===== config.mk =====
export PLATFORM = sky130hd
export DESIGN_NAME = pid_controller_clamped
export DESIGN_NICKNAME = d
export VERILOG_FILES = /design/src/hw/rtl/pidc_pkg.sv /design/src/hw/rtl/pidc_div.sv /design/src/hw/rtl/pidc_datapath.sv /design/src/hw/rtl/pidc_ctrl.sv /design/src/hw/rtl/pid_controller_clamped.sv
export SDC_FILE = /design/constraint.sdc
export NUM_CORES = 2
export LEC_CHECK = 0
export ABC_AREA = 1
export BUFFER_PORTS_ARGS = -buffer_cell sky130_fd_sc_hd__buf_2
export CORE_ASPECT_RATIO = 1.75
export CORE_MARGIN = 2
export CORE_UTILIZATION = 55
export CTS_BUF_LIST = sky130_fd_sc_hd__clkbuf_2 sky130_fd_sc_hd__clkbuf_4 sky130_fd_sc_hd__clkbuf_8
export DETAILED_ROUTE_END_ITERATION = 8
export PLACE_DENSITY = 0.71
export SKIP_CTS_REPAIR_TIMING = 1
export SYNTH_ARGS = -nofsm -noshare
export SYNTH_HDL_FRONTEND = slang
export SYNTH_SLANG_ARGS = --single-unit

===== constraint.sdc =====
create_clock -name clk -period 11.95 [get_ports clk]
set_input_delay 1.195 -clock clk [delete_from_list [all_inputs] [get_ports clk]]
set_output_delay 1.195 -clock clk [all_outputs]
set_load 0.1 [all_outputs]

===== src/hw/rtl/pidc_pkg.sv =====
`timescale 1ns / 1ps
`default_nettype none

package pidc_pkg;

  // Fixed field widths.
  localparam int GAIN_W  = 24;
  localparam int DT_W    = 16;
  localparam int SPLIT_W = 32;
  localparam int WIDE_W  = 2 * SPLIT_W;

  // Signed Q.8 sum of the three terms, and the term magnitude limit of 2^60.
  localparam int SUM_W = 64;
  localparam int MAG_W = 61;
  localparam logic [MAG_W-1:0] TERM_LIM = {1'b1, {(MAG_W-1){1'b0}}};

  // Quotient bits produced per divider step.
  localparam int DIV_RADIX = 2;

  // Configuration register indexes.
  localparam int REG_IDX_W = 3;
  localparam logic [REG_IDX_W-1:0] REG_KP      = 3'd0;
  localparam logic [REG_IDX_W-1:0] REG_KI      = 3'd1;
  localparam logic [REG_IDX_W-1:0] REG_KD      = 3'd2;
  localparam logic [REG_IDX_W-1:0] REG_OUT_MIN = 3'd3;
  localparam logic [REG_IDX_W-1:0] REG_OUT_MAX = 3'd4;

  // Operand selection for the shared multiplier.
  typedef logic [2:0] mul_op_t;
  localparam mul_op_t MUL_E_DT  = 3'd0;
  localparam mul_op_t MUL_KP_E  = 3'd1;
  localparam mul_op_t MUL_KI_LO = 3'd2;
  localparam mul_op_t MUL_KI_HI = 3'd3;
  localparam mul_op_t MUL_KD_DE = 3'd4;

  // Commands from the sequencer to the datapath.
  typedef struct packed {
    logic    load;
    logic    clear;
    mul_op_t mul_op;
    logic    int_upd;
    logic    p_load;
    logic    plo_load;
    logic    phi_load;
    logic    div_load;
    logic    div_step;
    logic    sum_load;
    logic    out_load;
  } pidc_cmd_t;

endpackage

`default_nettype wire


===== src/hw/rtl/pidc_div.sv =====
`timescale 1ns / 1ps
`default_nettype none

module pidc_div #(
  parameter int NUM_W = 72,
  parameter int DEN_W = 16
) (
  input  wire logic             clk,
  input  wire logic             load,
  input  wire logic             step,
  input  wire logic [NUM_W-1:0] dividend,
  input  wire logic [DEN_W-1:0] divisor,
  output logic      [NUM_W-1:0] quotient
);
  import pidc_pkg::*;

  logic [DEN_W:0]   rem;
  logic [DEN_W:0]   rem_next;
  logic [NUM_W-1:0] quo;
  logic [NUM_W-1:0] quo_next;
  logic [DEN_W-1:0] den;

  // Restoring division; the dividend shifts out of quo as quotient bits shift in.
  always_comb begin
    rem_next = rem;
    quo_next = quo;
    for (int k = 0; k < DIV_RADIX; k++) begin
      rem_next = {rem_next[DEN_W-1:0], quo_next[NUM_W-1]};
      quo_next = {quo_next[NUM_W-2:0], 1'b0};
      if (rem_next >= {1'b0, den}) begin
        rem_next    = rem_next - {1'b0, den};
        quo_next[0] = 1'b1;
      end
    end
  end

  always_ff @(posedge clk) begin
    if (load) begin
      rem <= '0;
      quo <= dividend;
      den <= divisor;
    end else if (step) begin
      rem <= rem_next;
      quo <= quo_next;
    end
  end

  assign quotient = quo;

endmodule

`default_nettype wire


===== src/hw/rtl/pidc_datapath.sv =====
`timescale 1ns / 1ps
`default_nettype none

module pidc_datapath #(
  parameter int DATA_WIDTH = 16,
  parameter int ACC_WIDTH  = 48,
  parameter int DIV_STEPS  = 36,
  parameter int CFG_W      = 24
) (
  input  wire logic                          clk,
  input  wire logic                          rst,
  input  wire logic                          cfg_we,
  input  wire logic [pidc_pkg::REG_IDX_W-1:0] cfg_addr,
  input  wire logic [CFG_W-1:0]              cfg_wdata,
  input  wire logic signed [DATA_WIDTH-1:0]  setpoint,
  input  wire logic signed [DATA_WIDTH-1:0]  measured,
  input  wire logic [pidc_pkg::DT_W-1:0]     dt,
  input  wire pidc_pkg::pidc_cmd_t           cmd,
  output logic [DATA_WIDTH-1:0]              drive,
  output logic                               clamped
);
  import pidc_pkg::*;

  localparam int E_W   = DATA_WIDTH + 1;
  localparam int DE_W  = DATA_WIDTH + 2;
  localparam int MB_W  = (DATA_WIDTH + 1 > SPLIT_W) ? DATA_WIDTH + 1 : SPLIT_W;
  localparam int PW    = GAIN_W + MB_W;
  localparam int SW    = ((ACC_WIDTH > DATA_WIDTH + DT_W + 1) ?
                          ACC_WIDTH : DATA_WIDTH + DT_W + 1) + 1;
  localparam int NUM_W = DIV_RADIX * DIV_STEPS;
  localparam int HI_CUT = MAG_W - 1 - DT_W;

  localparam logic signed [DATA_WIDTH-1:0] OUT_MIN_RST = (DATA_WIDTH >= 16) ?
    DATA_WIDTH'(-32768) : {1'b1, {(DATA_WIDTH-1){1'b0}}};
  localparam logic signed [DATA_WIDTH-1:0] OUT_MAX_RST = (DATA_WIDTH >= 16) ?
    DATA_WIDTH'(32767) : {1'b0, {(DATA_WIDTH-1){1'b1}}};
  localparam logic signed [ACC_WIDTH-1:0] ACC_HI = {1'b0, {(ACC_WIDTH-1){1'b1}}};
  localparam logic signed [ACC_WIDTH-1:0] ACC_LO = {1'b1, {(ACC_WIDTH-1){1'b0}}};

  // Configuration
  logic signed [GAIN_W-1:0]     kp;
  logic signed [GAIN_W-1:0]     ki;
  logic signed [GAIN_W-1:0]     kd;
  logic signed [DATA_WIDTH-1:0] out_min;
  logic signed [DATA_WIDTH-1:0] out_max;

  // Controller state
  logic signed [ACC_WIDTH-1:0]  integral;
  logic signed [ACC_WIDTH-1:0]  integral_next;
  logic signed [E_W-1:0]        last_error;

  // Per-transaction working registers
  logic signed [E_W-1:0]        e;
  logic [DT_W-1:0]              dt_r;
  logic [PW-1:0]                prod;
  logic [PW-1:0]                plo;
  logic [PW-1:0]                phi;
  logic signed [SUM_W-1:0]      p_val;
  logic signed [SUM_W-1:0]      i_val;
  logic signed [SUM_W-1:0]      pi;
  logic signed [SUM_W-1:0]      sum;
  logic                         t_neg;

  // Combinational
  logic [E_W-1:0]               e_abs;
  logic signed [DE_W-1:0]       de;
  logic [DE_W-1:0]              de_abs;
  logic [GAIN_W-1:0]            kp_mag;
  logic [GAIN_W-1:0]            ki_mag;
  logic [GAIN_W-1:0]            kd_mag;
  logic [ACC_WIDTH-1:0]         imag;
  logic [WIDE_W-1:0]            imag_wide;
  logic [GAIN_W-1:0]            mul_a;
  logic [MB_W-1:0]              mul_b;
  logic signed [SW-1:0]         int_ext;
  logic signed [SW-1:0]         int_inc;
  logic signed [SW-1:0]         int_sum;
  logic signed [SUM_W-1:0]      p_next;
  logic [MAG_W:0]               i_raw;
  logic [MAG_W-1:0]             i_mag;
  logic signed [SUM_W-1:0]      i_next;
  logic [NUM_W-1:0]             quotient;
  logic [MAG_W-1:0]             d_mag;
  logic signed [SUM_W-1:0]      d_val;
  logic signed [SUM_W-1:0]      max_q;
  logic signed [SUM_W-1:0]      min_q;
  logic [DATA_WIDTH-1:0]        drive_next;
  logic                         clamped_next;

  assign e_abs     = e[E_W-1] ? -e : e;
  assign de        = DE_W'(e) - DE_W'(last_error);
  assign de_abs    = de[DE_W-1] ? -de : de;
  assign kp_mag    = kp[GAIN_W-1] ? -kp : kp;
  assign ki_mag    = ki[GAIN_W-1] ? -ki : ki;
  assign kd_mag    = kd[GAIN_W-1] ? -kd : kd;
  assign imag      = integral[ACC_WIDTH-1] ? -integral : integral;
  assign imag_wide = WIDE_W'(imag);

  // Shared unsigned multiplier; signs are applied when a product is consumed.
  always_comb begin
    case (cmd.mul_op)
      MUL_E_DT: begin
        mul_a = GAIN_W'(dt_r);
        mul_b = MB_W'(e_abs[DATA_WIDTH-1:0]);
      end
      MUL_KP_E: begin
        mul_a = kp_mag;
        mul_b = MB_W'(e_abs[DATA_WIDTH-1:0]);
      end
      MUL_KI_LO: begin
        mul_a = ki_mag;
        mul_b = MB_W'(imag_wide[SPLIT_W-1:0]);
      end
      MUL_KI_HI: begin
        mul_a = ki_mag;
        mul_b = MB_W'(imag_wide[WIDE_W-1:SPLIT_W]);
      end
      MUL_KD_DE: begin
        mul_a = kd_mag;
        mul_b = MB_W'(de_abs[DATA_WIDTH:0]);
      end
      default: begin
        mul_a = '0;
        mul_b = '0;
      end
    endcase
  end

  // Saturating integral update with e*dt.
  always_comb begin
    int_ext = SW'(integral);
    int_inc = signed'(SW'(prod[DATA_WIDTH+DT_W-1:0]));
    if (e[E_W-1]) begin
      int_inc = -int_inc;
    end
    int_sum = int_ext + int_inc;
    if ((&int_sum[SW-1:ACC_WIDTH-1]) || !(|int_sum[SW-1:ACC_WIDTH-1])) begin
      integral_next = int_sum[ACC_WIDTH-1:0];
    end else begin
      integral_next = int_sum[SW-1] ? ACC_LO : ACC_HI;
    end
  end

  assign p_next = (kp[GAIN_W-1] ^ e[E_W-1]) ? -signed'(SUM_W'(prod)) : signed'(SUM_W'(prod));

  // Integral term: the two partial products recombined, shifted down, and limited.
  always_comb begin
    i_raw = (MAG_W+1)'({phi[HI_CUT-1:0], {DT_W{1'b0}}}) + (MAG_W+1)'(plo[PW-1:DT_W]);
    if ((phi[PW-1:HI_CUT] != '0) || (i_raw > (MAG_W+1)'(TERM_LIM))) begin
      i_mag = TERM_LIM;
    end else begin
      i_mag = i_raw[MAG_W-1:0];
    end
    i_next = signed'(SUM_W'(i_mag));
    if (ki[GAIN_W-1] ^ integral[ACC_WIDTH-1]) begin
      i_next = -i_next;
    end
  end

  pidc_div #(
    .NUM_W (NUM_W),
    .DEN_W (DT_W)
  ) u_div (
    .clk      (clk),
    .load     (cmd.div_load),
    .step     (cmd.div_step),
    .dividend (NUM_W'({prod, {DT_W{1'b0}}})),
    .divisor  (dt_r),
    .quotient (quotient)
  );

  // Derivative term; a zero time step contributes nothing.
  always_comb begin
    if ((quotient[NUM_W-1:MAG_W] != '0) || (quotient[MAG_W-1:0] > TERM_LIM)) begin
      d_mag = TERM_LIM;
    end else begin
      d_mag = quotient[MAG_W-1:0];
    end
    d_val = signed'(SUM_W'(d_mag));
    if (t_neg) begin
      d_val = -d_val;
    end
    if (dt_r == '0) begin
      d_val = '0;
    end
  end

  // The upper limit is tested first, so with inverted limits any sum above out_max resolves to out_max.
  assign max_q = SUM_W'(out_max) <<< 8;
  assign min_q = SUM_W'(out_min) <<< 8;

  always_comb begin
    if (sum > max_q) begin
      drive_next   = out_max;
      clamped_next = 1'b1;
    end else if (sum < min_q) begin
      drive_next   = out_min;
      clamped_next = 1'b1;
    end else begin
      drive_next   = sum[DATA_WIDTH+7:8];
      clamped_next = 1'b0;
    end
  end

  always_ff @(posedge clk) begin
    if (rst) begin
      kp         <= '0;
      ki         <= '0;
      kd         <= '0;
      out_min    <= OUT_MIN_RST;
      out_max    <= OUT_MAX_RST;
      integral   <= '0;
      last_error <= '0;
    end else begin
      if (cfg_we) begin
        case (cfg_addr)
          REG_KP:      kp      <= cfg_wdata[GAIN_W-1:0];
          REG_KI:      ki      <= cfg_wdata[GAIN_W-1:0];
          REG_KD:      kd      <= cfg_wdata[GAIN_W-1:0];
          REG_OUT_MIN: out_min <= cfg_wdata[DATA_WIDTH-1:0];
          REG_OUT_MAX: out_max <= cfg_wdata[DATA_WIDTH-1:0];
          default: ;
        endcase
      end
      if (cmd.clear) begin
        integral   <= '0;
        last_error <= '0;
      end else begin
        if (cmd.int_upd) begin
          integral <= integral_next;
        end
        if (cmd.div_load) begin
          last_error <= e;
        end
      end
    end
  end

  always_ff @(posedge clk) begin
    prod <= mul_a * mul_b;
    if (cmd.load) begin
      e    <= E_W'(setpoint) - E_W'(measured);
      dt_r <= dt;
    end
    if (cmd.p_load) begin
      p_val <= p_next;
    end
    if (cmd.plo_load) begin
      plo <= prod;
    end
    if (cmd.phi_load) begin
      phi <= prod;
    end
    if (cmd.div_load) begin
      i_val <= i_next;
      t_neg <= kd[GAIN_W-1] ^ de[DE_W-1];
    end
    if (cmd.div_step) begin
      pi <= p_val + i_val;
    end
    if (cmd.sum_load) begin
      sum <= pi + d_val;
    end
    if (cmd.out_load) begin
      drive   <= drive_next;
      clamped <= clamped_next;
    end
  end

endmodule

`default_nettype wire


===== src/hw/rtl/pidc_ctrl.sv =====
`timescale 1ns / 1ps
`default_nettype none

module pidc_ctrl #(
  parameter int DIV_STEPS = 36
) (
  input  wire logic          clk,
  input  wire logic          rst,
  input  wire logic          s_tvalid,
  input  wire logic          s_action,
  output logic               s_tready,
  input  wire logic          m_tready,
  output logic               m_tvalid,
  output pidc_pkg::pidc_cmd_t cmd
);
  import pidc_pkg::*;

  localparam int CNT_W = (DIV_STEPS > 1) ? $clog2(DIV_STEPS) : 1;

  localparam logic [3:0] S_IDLE     = 4'd0;
  localparam logic [3:0] S_MUL_EDT  = 4'd1;
  localparam logic [3:0] S_MUL_KPE  = 4'd2;
  localparam logic [3:0] S_MUL_KILO = 4'd3;
  localparam logic [3:0] S_MUL_KIHI = 4'd4;
  localparam logic [3:0] S_MUL_KDDE = 4'd5;
  localparam logic [3:0] S_DIV_LOAD = 4'd6;
  localparam logic [3:0] S_DIV      = 4'd7;
  localparam logic [3:0] S_SUM      = 4'd8;
  localparam logic [3:0] S_OUT      = 4'd9;

  logic [3:0]       state;
  logic [3:0]       state_next;
  logic [CNT_W-1:0] cnt;
  logic [CNT_W-1:0] cnt_next;
  logic             out_valid;
  logic             out_valid_next;
  logic             accept;

  assign s_tready = (state == S_IDLE);
  assign accept   = s_tvalid && s_tready;
  assign m_tvalid = out_valid;

  // Each multiply state issues one product; every one after the first consumes the one issued before it.
  always_comb begin
    state_next = state;
    cnt_next   = cnt;
    cmd        = '0;
    cmd.mul_op = MUL_E_DT;
    case (state)
      S_IDLE: begin
        if (accept) begin
          if (s_action) begin
            cmd.clear = 1'b1;
          end else begin
            cmd.load   = 1'b1;
            state_next = S_MUL_EDT;
          end
        end
      end
      S_MUL_EDT: begin
        cmd.mul_op = MUL_E_DT;
        state_next = S_MUL_KPE;
      end
      S_MUL_KPE: begin
        cmd.mul_op  = MUL_KP_E;
        cmd.int_upd = 1'b1;
        state_next  = S_MUL_KILO;
      end
      S_MUL_KILO: begin
        cmd.mul_op = MUL_KI_LO;
        cmd.p_load = 1'b1;
        state_next = S_MUL_KIHI;
      end
      S_MUL_KIHI: begin
        cmd.mul_op   = MUL_KI_HI;
        cmd.plo_load = 1'b1;
        state_next   = S_MUL_KDDE;
      end
      S_MUL_KDDE: begin
        cmd.mul_op   = MUL_KD_DE;
        cmd.phi_load = 1'b1;
        state_next   = S_DIV_LOAD;
      end
      S_DIV_LOAD: begin
        cmd.div_load = 1'b1;
        cnt_next     = '0;
        state_next   = S_DIV;
      end
      S_DIV: begin
        cmd.div_step = 1'b1;
        if (cnt == CNT_W'(DIV_STEPS - 1)) begin
          state_next = S_SUM;
        end else begin
          cnt_next = cnt + 1'b1;
        end
      end
      S_SUM: begin
        cmd.sum_load = 1'b1;
        state_next   = S_OUT;
      end
      S_OUT: begin
        if (!out_valid || m_tready) begin
          cmd.out_load = 1'b1;
          state_next   = S_IDLE;
        end
      end
      default: begin
        state_next = S_IDLE;
      end
    endcase
  end

  always_comb begin
    if (cmd.out_load) begin
      out_valid_next = 1'b1;
    end else if (m_tready) begin
      out_valid_next = 1'b0;
    end else begin
      out_valid_next = out_valid;
    end
  end

  always_ff @(posedge clk) begin
    if (rst) begin
      state     <= S_IDLE;
      cnt       <= '0;
      out_valid <= 1'b0;
    end else begin
      state     <= state_next;
      cnt       <= cnt_next;
      out_valid <= out_valid_next;
    end
  end

  a_rise_after_out : assert property (@(posedge clk) disable iff (rst)
    $rose(m_tvalid) |-> $past(state) == S_OUT)
    else $error("result presented without passing through the output state");

  a_no_overwrite : assert property (@(posedge clk) disable iff (rst)
    (out_valid && !m_tready) |-> !cmd.out_load)
    else $error("pending result overwritten");

  a_full_divide : assert property (@(posedge clk) disable iff (rst)
    (state == S_SUM) |-> ($past(state) == S_DIV && $past(cnt) == CNT_W'(DIV_STEPS - 1)))
    else $error("sum formed before the divide finished");

  a_cnt_range : assert property (@(posedge clk) disable iff (rst)
    (state == S_DIV) |-> (cnt <= CNT_W'(DIV_STEPS - 1)))
    else $error("divide step counter out of range");

endmodule

`default_nettype wire


===== src/hw/rtl/pid_controller_clamped.sv =====
`timescale 1ns / 1ps
`default_nettype none
// Positional PID step with clamped output, one sample transaction at a time.
// The result passes through five products of the shared 24-bit multiplier and a radix-4
// divider by dt; a new sample is accepted only once the previous one has reached the output
// register, and a clear transaction completes in the idle state without producing a result.
// The output register lets the next sample start while a result waits on m_tready.
// Reset (rst, synchronous) zeroes gains, integral and last error and sets full-scale limits.

module pid_controller_clamped #(
  parameter int DATA_WIDTH = 16,
  parameter int ACC_WIDTH  = 48
) (
  input  wire logic clk,
  input  wire logic rst,
  input  wire logic s_tvalid,
  output logic      s_tready,
  // setpoint, measured, dt
  input  wire logic [((2*DATA_WIDTH+pidc_pkg::DT_W+7)/8)*8-1:0] s_tdata,
  // action
  input  wire logic s_tuser,
  output logic      m_tvalid,
  input  wire logic m_tready,
  // drive
  output logic [((DATA_WIDTH+7)/8)*8-1:0] m_tdata,
  // clamped
  output logic      m_tuser,
  input  wire logic cfg_we,
  input  wire logic [pidc_pkg::REG_IDX_W-1:0] cfg_addr,
  input  wire logic [((DATA_WIDTH > pidc_pkg::GAIN_W) ? DATA_WIDTH : pidc_pkg::GAIN_W)-1:0]
                    cfg_wdata
);
  import pidc_pkg::*;

  localparam int OUT_W     = ((DATA_WIDTH + 7) / 8) * 8;
  localparam int CFG_W     = (DATA_WIDTH > GAIN_W) ? DATA_WIDTH : GAIN_W;
  localparam int MB_W      = (DATA_WIDTH + 1 > SPLIT_W) ? DATA_WIDTH + 1 : SPLIT_W;
  localparam int DIV_STEPS = (GAIN_W + MB_W + DT_W + DIV_RADIX - 1) / DIV_RADIX;

  pidc_cmd_t             cmd;
  logic [DATA_WIDTH-1:0] drive;
  logic                  clamped;

  pidc_ctrl #(
    .DIV_STEPS (DIV_STEPS)
  ) u_ctrl (
    .clk      (clk),
    .rst      (rst),
    .s_tvalid (s_tvalid),
    .s_action (s_tuser),
    .s_tready (s_tready),
    .m_tready (m_tready),
    .m_tvalid (m_tvalid),
    .cmd      (cmd)
  );

  pidc_datapath #(
    .DATA_WIDTH (DATA_WIDTH),
    .ACC_WIDTH  (ACC_WIDTH),
    .DIV_STEPS  (DIV_STEPS),
    .CFG_W      (CFG_W)
  ) u_datapath (
    .clk       (clk),
    .rst       (rst),
    .cfg_we    (cfg_we),
    .cfg_addr  (cfg_addr),
    .cfg_wdata (cfg_wdata),
    .setpoint  (s_tdata[DATA_WIDTH-1:0]),
    .measured  (s_tdata[2*DATA_WIDTH-1:DATA_WIDTH]),
    .dt        (s_tdata[2*DATA_WIDTH+DT_W-1:2*DATA_WIDTH]),
    .cmd       (cmd),
    .drive     (drive),
    .clamped   (clamped)
  );

  assign m_tdata = OUT_W'(drive);
  assign m_tuser = clamped;

endmodule

`default_nettype wire


==> impl_summary.txt <==
----------------------------------------------------
[Outcome]
  Status ... finished with violations
  Failing checks ... DRC

[GRT]
  Number of global-route vias before repair ... 76,142
  Met3 track demand over resource in global routing ... under 10%
  Global-route wire length before repair ... around 460,000 um
  Global-route met2 utilization ... about three quarters
  Global-route layer with the greatest usage ... met2
  Overall Global Routing Usage ... 42.79%
  Largest net degree at the start of global routing ... 107
  Met1 global-route usage ... about 38%
  Antenna violations before repair ... 16
  Gr ovfl total ... 0

[Clock tree]
  Cell at the root of the clock tree ... sky130_fd_sc_hd__clkbuf_8
  Number of buffers on the longest clock path ... 3
  Maximum level of the CTS H-tree ... 3
  CTS buffer count ... 110
  Clock latency on the worst-skew pair ... around 0.92 ns
  TritonCTS clock tree ... built
  Sinks on the clock net ... around 740
  Post-CTS clock slew at the launch and capture registers of the worst setup and hold paths ... approximately 0.070 ns

[Yosys]
  Post-synthesis cell type count ... 80
  Net count after synthesis ... between 10,000 and 15,000
  Proportion of netlist area held by the largest area contributor ... between 10% and 20%
  Post-synthesis cell count ... around 10,000
  Library cell with the largest summed area after synthesis ... sky130_fd_sc_hd__edfxtp_1
  Sequential cell area fraction in the yosys report ... about a quarter
  Average footprint of a synthesized cell ... approximately 7.6 um2
  Count of state elements after synthesis ... around 740
  Area contributors post-synth ... sky130_fd_sc_hd__edfxtp_1, sky130_fd_sc_hd__fa_1, sky130_fd_sc_hd__nand2_1
  Dominant register cell in the synthesized netlist ... sky130_fd_sc_hd__edfxtp_1
  Share of synthesized registers carrying an async set or reset ... 0%
  Synthesized cell area ... about 0.079 mm2
  Yosys warning count ... 0
  Count of flip-flops with a built-in enable after synthesis ... 475

[Timing]
  Max Clock Skew ... between 0.1 and 0.15 ns
  Max-slew violation total from the final report ... 0
  Setup repair after global routing missed its margin ... no
  Hold violation count in the final report ... 0
  Remaining max-slew budget at the tightest pin ... 2.616%
  Share of the cycle needed by the critical path after routing ... 93.12%
  Maximum clock rate ... ~0.090 GHz
  Min Clock Period, post-route ... 11.13 ns
  Setup violators final ... 0
  Transition at the pin with the smallest max-transition slack ... about 1.5 ns
  Post-route setup TNS ... 0 ns

[Min path]
  Class of the worst hold path ... flip-flop to flip-flop

[Detailed routing]
  Overall routed net length ... around 320,000 um
  Number of nets still failing antenna checks after routing ... 0
  Post-route DRC ... 5
  Number of detailed-route iterations in the first pass ... 9
  Vias per std cell ... just under 6
  Wire length per cell ... between 20 and 30 um
  Iter 0 DRT Violations ... roughly 6,000
  Via count ... roughly 74,000

[Place]
  Weighted congestion reported at the end of routability-driven placement ... 1.042
  # port buffers ... 99
  Sum of net half-perimeters after detailed placement ... between 200,000 and 300,000 um

[Setup path]
  Cell type with the highest occurrence count on the critical path ... sky130_fd_sc_hd__inv_1
  Type of the worst setup path ... flip-flop to flip-flop
  Largest fanout on the critical path ... 18
  Library cell contributing the largest single delay on the critical path ... sky130_fd_sc_hd__fa_1
  Setup crit end kind ... flip-flop
  Crit path DAT ... approximately 12 ns
  Critical path required time ... between 10 and 15 ns
  Type of element launching the critical path ... flip-flop
  Crit path largest cell delay ... ~0.95 ns

[Floorplanning]
  Die boundary width ... between 200 and 300 um
  Initial core utilization ... 55.29%
  Number of ports placed on the die boundary ... 100
  Row cnt ... 184
  Die outline area ... roughly 0.15 mm2
  Die height ... 505.9 um
  Area of the core ... 0.1432 mm2

[Layout]
  Area of the multi-input gates ... just over 0.05 mm2
  Leading cell type in the layout, fill and taps excluded ... sky130_fd_sc_hd__nand2_1
  Number of nets in the final layout ... about 12,000
  Layout fillers ... around 14,000
  Commonest cells after routing, fill and taps aside ... sky130_fd_sc_hd__nand2_1, sky130_fd_sc_hd__inv_1, sky130_fd_sc_hd__nor2_1
  Area added between synthesis and finish ... 6.533%
  Share of final-layout standard cells stronger than drive strength 1 ... ~6.1%
  Total area of sequential cells ... a little under 0.02 mm2

[Job]
  Number of max-cap violations ... 0

----------------------------------------------------
-- per-stage QoR --
step / area, um2 / cells / setup slack [ns] / hold WS [ns] / utilization [%]
after floorplan: 79170 / 10437 / 1.999 / 0.4237 / -
after global placement: 81760 / 12230 / 1.462 / 0.4375 / 57.09
after detailed placement: 81760 / 12230 / 1.419 / 0.4423 / 57.09
after CTS: 84310 / 12438 / 1.297 / 0.4240 / 58.87
after global routing: 84330 / 12440 / 0.3706 / 0.4613 / 58.89
final: 84350 / 12448 / 0.8225 / 0.4615 / 58.90
-- critical path: cells and delay by family (launching register included) --
| kind | cells | cell delay (ns) |
|---|---|---|
| buffers and inverters | 9 | 1.69 |
| flip-flops | 1 | 0.47 |
| AND/OR/NAND/NOR | 9 | 3.22 |
| AO/OA/AOI/OAI | 5 | 1.12 |
| XOR/XNOR | 1 | 0.16 |
| adder cells (fa/ha/maj) | 8 | 4.28 |
-- cell families (layout without fill, tap and decap cells) --
logic type / Yosys count / count (layout) / synth area share [%]
AOI/OAI and AO/OA: 1805 / 1805 / 12.90
xor gates and xnor gates: 377 / 377 / 4.170
adders and majority gates: 1232 / 1232 / 25.78
buffers and inverters: 2221 / 2363 / 10.80
DFF: 743 / 743 / 24.79
muxes: 4 / 4 / 0.05057
other: 0 / 9 / 0
and+or+nand+nor: 4055 / 4055 / 21.50
-- cells in the mapped netlist, types with 12 or more instances --
master                        n
sky130_fd_sc_hd__nand2_1   2232
sky130_fd_sc_hd__inv_1     1892
sky130_fd_sc_hd__nor2_1     998
sky130_fd_sc_hd__a21oi_1    730
sky130_fd_sc_hd__fa_1       666
sky130_fd_sc_hd__ha_1       566
sky130_fd_sc_hd__o21ai_0    566
sky130_fd_sc_hd__edfxtp_1   475
sky130_fd_sc_hd__nand3_1    299
sky130_fd_sc_hd__dfxtp_1    268
sky130_fd_sc_hd__xor2_1     265
sky130_fd_sc_hd__clkbuf_1   213
sky130_fd_sc_hd__nor3_1     158
sky130_fd_sc_hd__xnor2_1    112
sky130_fd_sc_hd__nand4_1    101
sky130_fd_sc_hd__a31oi_1     93
sky130_fd_sc_hd__o21ai_1     61
sky130_fd_sc_hd__o22ai_1     57
sky130_fd_sc_hd__nor4_1      55
sky130_fd_sc_hd__nand3b_1    44
sky130_fd_sc_hd__o211ai_1    44
sky130_fd_sc_hd__o21a_1      41
sky130_fd_sc_hd__buf_2       39
sky130_fd_sc_hd__nor2_2      35
sky130_fd_sc_hd__a221oi_1    34
sky130_fd_sc_hd__nand2_2     31
sky130_fd_sc_hd__inv_2       28
sky130_fd_sc_hd__a21o_1      23
sky130_fd_sc_hd__o21bai_1    21
sky130_fd_sc_hd__nand3_2     20
sky130_fd_sc_hd__or2_2       18
sky130_fd_sc_hd__a21boi_0    17
sky130_fd_sc_hd__o41ai_1     17
sky130_fd_sc_hd__buf_4       15
sky130_fd_sc_hd__o21ai_2     14
sky130_fd_sc_hd__a211oi_1    13
sky130_fd_sc_hd__and3_1      13
sky130_fd_sc_hd__o221ai_1    13
sky130_fd_sc_hd__nor2_4      12
-- final cells by class --
cell class | count | share of cell area (%)
tap | 1860 | 2.759
multi-input combinational | 7473 | 60.60
timing repair buffer | 223 | 1.715
sequential | 743 | 23.27
clock buffer | 144 | 2.187
clock inverter | 64 | 0.8337
antenna | 9 | 0.02670
inverter | 1932 | 8.604
-- state kept, by name (all words and copies together), names as in the netlist, 17 cells and up --
name	flops
u_datapath.pi	64
u_datapath.phi	56
u_datapath.u_div.quotient	72
u_datapath.integral	48
u_datapath.i_val	64
u_datapath.e	17
u_datapath.prod	56
u_datapath.ki	24
u_datapath.kd	24
u_datapath.sum	64
u_datapath.last_error	17
u_datapath.plo	40
u_datapath.p_val	64
u_datapath.kp	24
-- routing by layer --
metal / routed length, um / share of wire (%)
met1: 93330 / 29
met2: 159200 / 50
met3: 22120 / 7.0
met4: 43520 / 14
met5: 94 / 0.030
-- path summary, 6_finish.rpt --
path	start	endpoint	slack, ns	cells after the start
setup / recovery	u_ctrl.state[0]$_SDFFE_PP0P_	u_datapath.prod[52]$_DFF_P_	0.82	32
hold / removal	u_datapath.last_error[7]$_SDFFE_PP0P_	u_datapath.last_error[7]$_SDFFE_PP0P_	0.46	2
hold reg to reg	u_datapath.last_error[7]$_SDFFE_PP0P_	u_datapath.last_error[7]$_SDFFE_PP0P_	0.46	2
setup reg to reg	u_ctrl.state[0]$_SDFFE_PP0P_	u_datapath.prod[52]$_DFF_P_	0.82	32
Power is not shown: default switching activity piles up to over one toggle a cycle in this logic, so the estimate is an artifact.
